--- config.mk ---
export PLATFORM = sky130hd
export DESIGN_NAME = audio_dma_fifo_interface_flat
export DESIGN_NICKNAME = d
export VERILOG_FILES = /design/src/rtl/core/adf_pkg.sv /design/src/rtl/core/adf_if.sv /design/src/rtl/core/audio_dma_fifo_interface.sv /design/src/flat_wrapper.sv
export SDC_FILE = /design/constraint.sdc
export NUM_CORES = 2
export LEC_CHECK = 0
export ABC_AREA = 1
export BUFFER_PORTS_ARGS = -buffer_cell sky130_fd_sc_hd__buf_2
export CAP_MARGIN = 15
export CORE_ASPECT_RATIO = 0.5
export CORE_MARGIN = 2
export CORE_UTILIZATION = 33
export DETAILED_ROUTE_END_ITERATION = 7
export HOLD_SLACK_MARGIN = 0.08
export SLEW_MARGIN = 30
export SYNTH_ARGS = -nofsm -noshare
export SYNTH_HDL_FRONTEND = slang
export SYNTH_SLANG_ARGS = --single-unit
export TNS_END_PERCENT = 50
--- constraint.sdc ---
create_clock -name clk -period 26.1 [get_ports clk]
set_clock_uncertainty 0.15 [all_clocks]
set_input_delay 5.22 -clock clk [delete_from_list [all_inputs] [get_ports clk]]
set_output_delay 5.22 -clock clk [all_outputs]
set_load 0.02 [all_outputs]
--- src/rtl/core/adf_pkg.sv ---
// Package: shared constants, register map and field widths of the audio DMA interface.
`timescale 1ns / 1ps

package adf_pkg;

  // Field widths
  localparam int unsigned CMD_W   = 2;
  localparam int unsigned IDX_W   = 3;
  localparam int unsigned DATA_W  = 32;
  localparam int unsigned ADDR_W  = 24;
  localparam int unsigned LEN_W   = 18;
  localparam int unsigned FREQ_W  = 26;
  localparam int unsigned RATE_W  = 14;
  localparam int unsigned STEP_W  = 42;
  localparam int unsigned PER_W   = 56;
  localparam int unsigned LOW_W   = 13;

  // Transaction commands
  localparam logic [CMD_W-1:0] CMD_TICK  = 2'd0;
  localparam logic [CMD_W-1:0] CMD_READ  = 2'd1;
  localparam logic [CMD_W-1:0] CMD_WRITE = 2'd2;

  // Register map (bus offset bits 4..2)
  localparam logic [IDX_W-1:0] REG_ADDR    = 3'd0;
  localparam logic [IDX_W-1:0] REG_LEN     = 3'd1;
  localparam logic [IDX_W-1:0] REG_CTRL    = 3'd2;
  localparam logic [IDX_W-1:0] REG_STATUS  = 3'd3;
  localparam logic [IDX_W-1:0] REG_DACRATE = 3'd4;
  localparam logic [IDX_W-1:0] REG_BITRATE = 3'd5;

  // Write masks and address stepping
  localparam logic [ADDR_W-1:0] ADDR_MASK  = 24'hfffff8;
  localparam logic [LEN_W-1:0]  LEN_MASK   = 18'h3fff8;
  localparam logic [ADDR_W-1:0] CARRY_STEP = 24'h002000;
  localparam logic [LOW_W-1:0]  WORD_STEP  = 13'd4;
  localparam logic [LEN_W-1:0]  LEN_STEP   = 18'd4;

  // Status word bits that always read as one
  localparam logic [DATA_W-1:0] STATUS_BASE = 32'h0110_0000;

  // Clock figures
  localparam logic [FREQ_W-1:0] FREQ_MIN   = 26'd1000000;
  localparam logic [FREQ_W-1:0] FREQ_MAX   = 26'd62499999;
  localparam logic [FREQ_W-1:0] FREQ_RESET = 26'd48681812;
  localparam logic [63:0]       RCP_HZ     = 64'd62500000;
  localparam logic [63:0]       AUDIO_HZ   = 64'd44100;

  // Derived reset values and the period scale for DAC rate writes
  localparam logic [STEP_W-1:0] STEP_RESET = STEP_W'(64'(FREQ_RESET) * AUDIO_HZ);
  localparam logic [PER_W-1:0]  PER_RESET  = PER_W'(64'(FREQ_RESET) * RCP_HZ);
  localparam logic [PER_W-1:0]  RATE_K     = PER_W'(RCP_HZ * AUDIO_HZ);

endpackage

--- src/rtl/core/adf_if.sv ---
// Interfaces: request and result channels of the audio DMA interface.
`timescale 1ns / 1ps

interface adf_in_if;
  logic                               valid;
  logic                               ready;
  logic [adf_pkg::CMD_W-1:0]          command;
  logic [adf_pkg::IDX_W-1:0]          reg_index;
  logic [adf_pkg::DATA_W-1:0]         write_data;

  modport source (output valid, command, reg_index, write_data, input ready);
  modport sink   (input valid, command, reg_index, write_data, output ready);
endinterface

interface adf_out_if;
  logic                               valid;
  logic                               ready;
  logic [adf_pkg::DATA_W-1:0]         read_data;
  logic                               interrupt_level;
  logic                               fetch_valid;
  logic [adf_pkg::ADDR_W-1:0]         fetch_address;
  logic                               period_boundary;

  modport source (output valid, read_data, interrupt_level, fetch_valid, fetch_address,
                  period_boundary, input ready);
  modport sink   (input valid, read_data, interrupt_level, fetch_valid, fetch_address,
                  period_boundary, output ready);
endinterface

--- src/rtl/core/audio_dma_fifo_interface.sv ---
// Top level: audio DMA interface with two-entry DMA queue and sample phase accumulator.
//
//  channel  | direction | handshake        | payload
//  ---------+-----------+------------------+-------------------------------------------
//  in_ch    | in        | valid / ready    | command, reg_index, write_data
//  out_ch   | out       | valid / ready    | read_data, interrupt_level, fetch_valid,
//           |           |                  | fetch_address, period_boundary
//  cfg_     | in        | cfg_we           | cfg_wdata (video frequency, Hz)
//
// One transaction per clock when not busy and no result is stalled; each result lands
// in the output register the cycle after. A period boundary that leaves the queue idle,
// or a length pending with DMA off, after the sample period has been rewritten starts
// the remainder unit: in_ch.ready is low while it runs, one remainder bit per cycle.
// Reset (rst_n low, synchronous) sets all control state to its reset values. A stalled
// result holds in the output register; a new transaction is still taken in the cycle
// the old result leaves. The bit rate register has no visible effect.
`timescale 1ns / 1ps

module audio_dma_fifo_interface (
  input  logic                        clk,
  input  logic                        rst_n,
  input  logic                        cfg_we,
  input  logic [adf_pkg::FREQ_W-1:0]  cfg_wdata,
  adf_in_if.sink                      in_ch,
  adf_out_if.source                   out_ch
);

  localparam int unsigned AW  = adf_pkg::ADDR_W;
  localparam int unsigned LW  = adf_pkg::LEN_W;
  localparam int unsigned PW  = adf_pkg::PER_W;
  localparam int unsigned SW  = adf_pkg::STEP_W;
  localparam int unsigned DW  = adf_pkg::DATA_W;
  localparam int unsigned CW  = $clog2(PW);

  // Registers
  logic [SW-1:0] step_r, step_nxt;
  logic [PW-1:0] period_r, period_nxt;
  logic [PW-1:0] acc_r, acc_nxt;
  logic [PW-1:0] rem_r, rem_nxt;
  logic [PW-1:0] dsr_r, dsr_nxt;
  logic [CW-1:0] cnt_r, cnt_nxt;
  logic          busy_r, busy_nxt;
  logic          over_r, over_nxt;
  logic          rate_wr_r, rate_wr_nxt;
  logic [AW-1:0] addr_r [2];
  logic [AW-1:0] addr_nxt [2];
  logic [LW-1:0] len_r [2];
  logic [LW-1:0] len_nxt [2];
  logic [1:0]    count_r, count_nxt;
  logic          dma_r, dma_nxt;
  logic          carry_r, carry_nxt;
  logic          irq_r, irq_nxt;
  logic          ovalid_r, ovalid_nxt;
  logic [DW-1:0] rd_r, rd_nxt;
  logic          fv_r, fv_nxt;
  logic [AW-1:0] fa_r, fa_nxt;
  logic          bnd_r, bnd_nxt;

  // Handshake and command decode
  logic take, is_tick, is_read, is_write;
  assign in_ch.ready = !busy_r && (!ovalid_r || out_ch.ready);
  assign take     = in_ch.valid && in_ch.ready;
  assign is_tick  = take && (in_ch.command == adf_pkg::CMD_TICK);
  assign is_read  = take && (in_ch.command == adf_pkg::CMD_READ);
  assign is_write = take && (in_ch.command == adf_pkg::CMD_WRITE);

  // Phase accumulator: sum and sum minus period side by side
  logic [PW:0]   sum;
  logic [PW+1:0] diff;
  logic          bnd;
  assign sum  = {1'b0, acc_r} + (PW+1)'(step_r);
  assign diff = {1'b0, sum} - {2'b00, period_r};
  assign bnd  = is_tick && !diff[PW+1];

  // One elapsed period: fetch, length step and queue pop
  logic          q_any, fetch, pop, handoff, mod_cond, start_mod;
  logic [AW-1:0] a_c, addr_f;
  logic [adf_pkg::LOW_W-1:0] low;
  logic [LW-1:0] len_post, len_fin;
  logic [1:0]    count_post;
  assign q_any      = (count_r != 2'd0);
  assign fetch      = q_any && (len_r[0] != '0) && dma_r;
  assign a_c        = carry_r ? addr_r[0] + adf_pkg::CARRY_STEP : addr_r[0];
  assign low        = a_c[adf_pkg::LOW_W-1:0] + adf_pkg::WORD_STEP;
  assign addr_f     = {a_c[AW-1:adf_pkg::LOW_W], low};
  assign len_post   = fetch ? len_r[0] - adf_pkg::LEN_STEP : len_r[0];
  assign pop        = q_any && (len_post == '0);
  assign count_post = pop ? count_r - 2'd1 : count_r;
  assign handoff    = pop && (count_post != 2'd0);
  assign len_fin    = handoff ? len_r[1] : len_post;
  assign mod_cond   = (count_post == 2'd0) || (!dma_r && (len_fin != '0));
  assign start_mod  = bnd && mod_cond && over_r;

  // Remainder step: one dividend bit per cycle
  logic [PW:0] trial;
  logic        trial_ge;
  assign trial    = {rem_r, acc_r[PW-1]};
  assign trial_ge = (trial >= {1'b0, dsr_r});

  // Saturated configuration value
  logic [adf_pkg::FREQ_W-1:0] vf_sat;
  always_comb begin
    priority if (cfg_wdata < adf_pkg::FREQ_MIN) begin
      vf_sat = adf_pkg::FREQ_MIN;
    end else if (cfg_wdata > adf_pkg::FREQ_MAX) begin
      vf_sat = adf_pkg::FREQ_MAX;
    end else begin
      vf_sat = cfg_wdata;
    end
  end

  // Status and length read value
  logic [DW-1:0] rd_val;
  always_comb begin
    if (in_ch.reg_index == adf_pkg::REG_STATUS) begin
      rd_val     = adf_pkg::STATUS_BASE;
      rd_val[25] = dma_r;
      rd_val[30] = q_any;
      rd_val[31] = count_r[1];
      rd_val[0]  = count_r[1];
    end else begin
      rd_val = DW'(len_r[0]);
    end
  end

  // Next-state logic
  always_comb begin
    step_nxt    = step_r;
    period_nxt  = period_r;
    acc_nxt     = acc_r;
    rem_nxt     = rem_r;
    dsr_nxt     = dsr_r;
    cnt_nxt     = cnt_r;
    busy_nxt    = busy_r;
    over_nxt    = over_r;
    rate_wr_nxt = rate_wr_r;
    addr_nxt    = addr_r;
    len_nxt     = len_r;
    count_nxt   = count_r;
    dma_nxt     = dma_r;
    carry_nxt   = carry_r;
    irq_nxt     = irq_r;

    // remainder unit runs while the input side is held off
    if (busy_r) begin
      rem_nxt = trial_ge ? PW'(trial - {1'b0, dsr_r}) : trial[PW-1:0];
      acc_nxt = {acc_r[PW-2:0], 1'b0};
      cnt_nxt = cnt_r - CW'(1);
      if (cnt_r == '0) begin
        busy_nxt = 1'b0;
        acc_nxt  = rem_nxt;
      end
    end

    // tick: advance phase, and on a boundary run the DMA step
    if (is_tick) begin
      acc_nxt = bnd ? diff[PW-1:0] : sum[PW-1:0];
      if (bnd) begin
        if (fetch) begin
          addr_nxt[0] = addr_f;
          carry_nxt   = (low == '0);
        end
        len_nxt[0] = len_post;
        count_nxt  = count_post;
        if (handoff) begin
          addr_nxt[0] = addr_r[1];
          len_nxt[0]  = len_r[1];
          irq_nxt     = 1'b1;
        end
      end
      if (start_mod) begin
        busy_nxt = 1'b1;
        over_nxt = 1'b0;
        rem_nxt  = '0;
        dsr_nxt  = period_r;
        cnt_nxt  = CW'(PW - 1);
      end
    end

    // register writes
    if (is_write) begin
      unique case (in_ch.reg_index)
        adf_pkg::REG_ADDR: begin
          if (!count_r[1]) begin
            addr_nxt[count_r[0]] = in_ch.write_data[AW-1:0] & adf_pkg::ADDR_MASK;
          end
        end
        adf_pkg::REG_LEN: begin
          if (!count_r[1]) begin
            len_nxt[count_r[0]] = in_ch.write_data[LW-1:0] & adf_pkg::LEN_MASK;
            if (!q_any) begin
              irq_nxt = 1'b1;
            end
            count_nxt = count_r + 2'd1;
          end
        end
        adf_pkg::REG_CTRL: begin
          dma_nxt = in_ch.write_data[0];
        end
        adf_pkg::REG_STATUS: begin
          irq_nxt = 1'b0;
        end
        adf_pkg::REG_DACRATE: begin
          rate_wr_nxt = 1'b1;
          over_nxt    = 1'b1;
          period_nxt  = PW'(adf_pkg::RATE_K *
                            PW'({1'b0, in_ch.write_data[adf_pkg::RATE_W-1:0]} + 15'd1));
        end
        adf_pkg::REG_BITRATE: begin
          // bit rate only drives the DAC, which is not modelled here
          dma_nxt = dma_r;
        end
        default: begin
          dma_nxt = dma_r;
        end
      endcase
    end

    // configuration: phase step always, period while no DAC rate is set
    if (cfg_we) begin
      step_nxt = SW'(64'(vf_sat) * adf_pkg::AUDIO_HZ);
      if (!rate_wr_r) begin
        period_nxt = PW'(64'(vf_sat) * adf_pkg::RCP_HZ);
        over_nxt   = 1'b1;
      end
    end
  end

  // Result register
  always_comb begin
    ovalid_nxt = ovalid_r;
    rd_nxt     = rd_r;
    fv_nxt     = fv_r;
    fa_nxt     = fa_r;
    bnd_nxt    = bnd_r;
    if (take) begin
      ovalid_nxt = 1'b1;
      rd_nxt     = is_read ? rd_val : '0;
      fv_nxt     = bnd && fetch;
      fa_nxt     = (bnd && fetch) ? a_c : '0;
      bnd_nxt    = bnd;
    end else if (out_ch.ready) begin
      ovalid_nxt = 1'b0;
    end
  end

  // Control state
  always_ff @(posedge clk) begin
    if (!rst_n) begin
      step_r    <= adf_pkg::STEP_RESET;
      period_r  <= adf_pkg::PER_RESET;
      acc_r     <= '0;
      cnt_r     <= '0;
      busy_r    <= 1'b0;
      over_r    <= 1'b0;
      rate_wr_r <= 1'b0;
      addr_r[0] <= '0;
      addr_r[1] <= '0;
      len_r[0]  <= '0;
      len_r[1]  <= '0;
      count_r   <= '0;
      dma_r     <= 1'b0;
      carry_r   <= 1'b0;
      irq_r     <= 1'b0;
      ovalid_r  <= 1'b0;
    end else begin
      step_r    <= step_nxt;
      period_r  <= period_nxt;
      acc_r     <= acc_nxt;
      cnt_r     <= cnt_nxt;
      busy_r    <= busy_nxt;
      over_r    <= over_nxt;
      rate_wr_r <= rate_wr_nxt;
      addr_r    <= addr_nxt;
      len_r     <= len_nxt;
      count_r   <= count_nxt;
      dma_r     <= dma_nxt;
      carry_r   <= carry_nxt;
      irq_r     <= irq_nxt;
      ovalid_r  <= ovalid_nxt;
    end
  end

  // Datapath registers
  always_ff @(posedge clk) begin
    rem_r <= rem_nxt;
    dsr_r <= dsr_nxt;
    rd_r  <= rd_nxt;
    fv_r  <= fv_nxt;
    fa_r  <= fa_nxt;
    bnd_r <= bnd_nxt;
  end

  assign out_ch.valid           = ovalid_r;
  assign out_ch.read_data       = rd_r;
  assign out_ch.interrupt_level = (irq_r & ovalid_r) | (irq_r & !ovalid_r);
  assign out_ch.fetch_valid     = fv_r;
  assign out_ch.fetch_address   = fa_r;
  assign out_ch.period_boundary = bnd_r;

  // Checks
  a_busy_blocks: assert property (@(posedge clk) disable iff (!rst_n)
    busy_r |-> !in_ch.ready)
    else $error("transaction taken while remainder unit busy");

  a_count_range: assert property (@(posedge clk) disable iff (!rst_n)
    count_r != 2'd3)
    else $error("queue count out of range");

  // fetched words sit on 4-byte boundaries
  a_fetch_on_bnd: assert property (@(posedge clk) disable iff (!rst_n)
    ovalid_r && out_ch.fetch_valid |-> out_ch.period_boundary &&
    (out_ch.fetch_address[1:0] == 2'd0))
    else $error("fetch without period boundary or misaligned");

  a_busy_start: assert property (@(posedge clk) disable iff (!rst_n)
    $rose(busy_r) |-> $past(is_tick) && $past(bnd) && !over_r)
    else $error("remainder unit started outside a boundary");

endmodule
--- src/flat_wrapper.sv ---
// flat-port wrapper written by rule: the top's interface ports become plain ports
module audio_dma_fifo_interface_flat 
  (clk, rst_n, cfg_we, cfg_wdata, in_ch_valid, in_ch_command, in_ch_reg_index, in_ch_write_data, in_ch_ready, out_ch_valid, out_ch_read_data, out_ch_interrupt_level, out_ch_fetch_valid, out_ch_fetch_address, out_ch_period_boundary, out_ch_ready);
  adf_in_if in_ch_i ();
  adf_out_if out_ch_i ();
  input  logic clk;
  input  logic rst_n;
  input  logic cfg_we;
  input  logic [adf_pkg::FREQ_W-1:0] cfg_wdata;
  input wire logic [$bits(in_ch_i.valid)-1:0] in_ch_valid;
  input wire logic [$bits(in_ch_i.command)-1:0] in_ch_command;
  input wire logic [$bits(in_ch_i.reg_index)-1:0] in_ch_reg_index;
  input wire logic [$bits(in_ch_i.write_data)-1:0] in_ch_write_data;
  output wire logic [$bits(in_ch_i.ready)-1:0] in_ch_ready;
  output wire logic [$bits(out_ch_i.valid)-1:0] out_ch_valid;
  output wire logic [$bits(out_ch_i.read_data)-1:0] out_ch_read_data;
  output wire logic [$bits(out_ch_i.interrupt_level)-1:0] out_ch_interrupt_level;
  output wire logic [$bits(out_ch_i.fetch_valid)-1:0] out_ch_fetch_valid;
  output wire logic [$bits(out_ch_i.fetch_address)-1:0] out_ch_fetch_address;
  output wire logic [$bits(out_ch_i.period_boundary)-1:0] out_ch_period_boundary;
  input wire logic [$bits(out_ch_i.ready)-1:0] out_ch_ready;
  assign in_ch_i.valid = in_ch_valid;
  assign in_ch_i.command = in_ch_command;
  assign in_ch_i.reg_index = in_ch_reg_index;
  assign in_ch_i.write_data = in_ch_write_data;
  assign in_ch_ready = in_ch_i.ready;
  assign out_ch_valid = out_ch_i.valid;
  assign out_ch_read_data = out_ch_i.read_data;
  assign out_ch_interrupt_level = out_ch_i.interrupt_level;
  assign out_ch_fetch_valid = out_ch_i.fetch_valid;
  assign out_ch_fetch_address = out_ch_i.fetch_address;
  assign out_ch_period_boundary = out_ch_i.period_boundary;
  assign out_ch_i.ready = out_ch_ready;
  audio_dma_fifo_interface u_core (.clk(clk), .rst_n(rst_n), .cfg_we(cfg_we), .cfg_wdata(cfg_wdata), .in_ch(in_ch_i), .out_ch(out_ch_i));
endmodule
==> impl_metrics.ini <==
[synthesis]
synth_top_area_cell = fa_1
synthesis.area_sq_mm = 0.0533
ys_types = 61
synth_area_leaders = fa_1 (19%), ha_1 (16%), dfxtp_1 (12%)
synth-seq-cells = 411
synth_top_area_frac = 0.186
ys_seq_area_frac = 0.174
avgSynthCellArea_sq_um = 7.48
ys.warnings.count = 0
synthArstFlopShare = 0
synthFlopType = dfxtp_1
synth_cells = 7131
synth-edff-count = 104

[placement]
io_buffers = 111
gp_congestion = 1.01
dp_hpwl_um = 153000

[critical_path]
rr_worst_depth = 32
crit_top_cell = inv_1
crit_slowest_cell = o21ai_0
timing.rr.end = u_core.addr_r[24]$_SDFF_PN0_
setup.worst_path.start_class = input port
critPathRequiredTime_ps = 26520
max_stage_delay_ps = 850
r2r_slack_ps = 17410
end_kind = register
path_buf_inv = 11
worstSetupPathType = input port to register
worstPathArrival_ps = 15760
cp_max_fo = 15
cpLargestDelayFamily = adder cells
r2r-start = u_core.step_r[2]$_SDFFE_PN0P_

[floorplan]
io_pins = 129
start_util = 0.332
die_y_um = 288
row_count = 104
dieArea_sq_mm = 0.165
fp.dieW_um = 572
core_region_area_sq_mm = 0.161

[status]
status = completed

[final_layout]
areaGrowthSynthToFinish_pct = 8.37
num-fill-cells = 17015
drive_gt1_frac = 0.0477
fin_nets = 8393

[timing]
finalHoldViolCount = 0
relSlewSlack = 0.330
setup_viol = 0
tightestPinTransition_ps = 1010
finalMaxSlewViolations = 0
rsz0062_at_grt = false
fin_crit_sh = 0.588
fmax_mhz = 65.2
finalSetupTns_ps = 0
timing.final.crit_period_ps = 15350

[drt]
drc = 0
vias = 47200
drt-initial-drc-count = 3936
avgRoutedWirePerCell_um = 19.6
avgViaCountPerCell = 5.03
drt_wl_total_um = 184000
first_pass_iters = 6
drtAntennaViolNets = 0

[cts]
clock-sinks = 411
clkTransAtPathRegs_ps = 70
htreeDepth = 2
cts_root_buffer = clkbuf_16
cts_buffers = 46
postCtsResizedCells = 0
worstSkewPairLatency_ps = 630
tritoncts = built
clock_path_buffers = 3
postCtsSetupRepairBufs = 0
hold_buffers = 0

[global_routing]
grt_pass1_wl_um = 278000
grt_max_degree = 87
grt_overflow = 0
grt.total_usage = 0.220
first_global_vias = 45525
grt_antenna_before_repair = 2

[min_path]
hold_end = u_core.dsr_r[54]$_DFFE_PP_
min_path_type = register to register
whs_path_depth = 0
hp-start = u_core.period_r[54]$_SDFF_PN0_

[flow_run]
max-cap-violations = 0
[through the flow]
step	area (sq um)	setup slack, ps	cells	hold slack (ps)	util
CTS	57800	10730	9379	283	0.359
finish	57800	10750	9384	281	0.360
detailed placement	56300	10090	9293	267	0.350
global route	57800	10140	9379	302	0.359
floorplan	53300	13190	7139	258	-
global placement	56300	10140	9293	264	0.350
[cell usage after synthesis (74+ instances only)]
cell type / n
o21ai_0: 528
ha_1: 662
fa_1: 495
xnor2_1: 86
nand2_1: 1066
or2_2: 74
nor2_1: 563
o211ai_1: 82
clkbuf_1: 122
a31oi_1: 80
a21oi_1: 567
inv_1: 1526
nand3_1: 267
dfxtp_1: 307
edfxtp_1: 104
xor2_1: 149
[logic make-up after synthesis]
| kind of cell | synth area share |
|---|---|
| adders and majority gates | 0.341 |
| DFF | 0.174 |
| other | 0.0000703 |
| xor gates and xnor gates | 0.0386 |
| muxes | 0.000751 |
| and+or+nand+nor | 0.168 |
| buffers and inverters | 0.122 |
| AOI/OAI and AO/OA | 0.155 |
[state kept, by name, summed over array words and instances, names as in the netlist, 2 cells and up, named ones only]
register,cells
u_core.step_r,40
u_core.acc_r,56
u_core.out_ch.fetch_address,24
u_core.addr_r,27
u_core.period_r,56
u_core.count_r,2
u_core.cnt_r,6
u_core.dsr_r,56
u_core.len_r,21
u_core.out_ch.read_data,22
u_core.rem_r,56
[routing by layer]
| layer | GRT usage | share of wire | routed length (um) | vias up |
|---|---|---|---|---|
| li1 | - | - | - | 23101 |
| met1 | 0.318 | 0.47 | 86900 | 22480 |
| met2 | 0.343 | 0.43 | 78400 | 1425 |
| met3 | 0.0368 | 0.076 | 14000 | 194 |
| met4 | 0.0516 | 0.026 | 4690 | 0 |
| met5 | 0 | 0 | 0 | - |
[worst max path at each step]
stage	startpoint	to	slack, ps	cells past startpoint
6_report	cfg_wdata[25]	u_core.period_r[46]$_SDFF_PN1_	10750	34
4_1_cts	cfg_wdata[25]	u_core.period_r[46]$_SDFF_PN1_	10730	34
3_5_place_dp	cfg_wdata[25]	u_core.period_r[46]$_SDFF_PN1_	10090	34
2_1_floorplan	cfg_wdata[6]	u_core.period_r[48]$_SDFF_PN0_	13190	36
3_3_place_gp	cfg_wdata[25]	u_core.period_r[46]$_SDFF_PN1_	10140	34
5_1_grt	cfg_wdata[25]	u_core.period_r[48]$_SDFF_PN0_	10140	35
[worst register-to-register path: cells and delay by family (launching register included)]
family	cells	cell delay, ps
AO/OA/AOI/OAI	10	2530
buffers and inverters	4	1220
AND/OR/NAND/NOR	14	2860
flip-flops	1	470
adder cells (fa/ha/maj)	3	1140
XOR/XNOR	1	200
[placed cells by master (no fill, tap or decap), types with 8 or more instances in the layout]
cell type | synthesis | routed
clkbuf_1 | 122 | 8
nand3_1 | 267 | 266
fa_1 | 495 | 495
ha_1 | 662 | 662
buf_2 | 21 | 110
clkinv_1 | 5 | 10
inv_2 | 4 | 9
edfxtp_1 | 104 | 104
xnor2_1 | 86 | 86
a21oi_1 | 567 | 567
o2111ai_1 | 32 | 32
o21bai_1 | 20 | 20
clkbuf_16 | 0 | 47
nor3_1 | 67 | 64
dfxtp_1 | 307 | 306
o22ai_1 | 8 | 8
a31oi_1 | 80 | 80
nand2_1 | 1066 | 1066
o21ai_0 | 528 | 526
o21a_1 | 37 | 37
clkinv_2 | 0 | 8
nor4_1 | 28 | 27
xor2_1 | 149 | 149
nand3b_1 | 10 | 10
inv_1 | 1526 | 1521
a21o_1 | 27 | 27
o221ai_1 | 18 | 18
or2_2 | 74 | 74
buf_4 | 17 | 49
nor2_1 | 563 | 559
nand4_1 | 41 | 41
conb_1 | 1 | 9
a21boi_0 | 23 | 23
o211ai_1 | 82 | 82
[layout make-up]
| type | instances | area, sq um | share of cell area |
|---|---|---|---|
| antenna | 5 | 12.5 | 0.000217 |
| clock buffer | 58 | 1250 | 0.0216 |
| clock inverter | 28 | 255 | 0.00442 |
| inverter | 1535 | 5760 | 0.0997 |
| multi-input combinational | 5015 | 37600 | 0.651 |
| sequential | 411 | 9270 | 0.160 |
| tap | 2173 | 2720 | 0.0471 |
| timing repair buffer | 159 | 918 | 0.0159 |
Power is left out: the tool's default activity adds up to more than one toggle a clock period on the data nets, which glitch-free logic cannot reach.
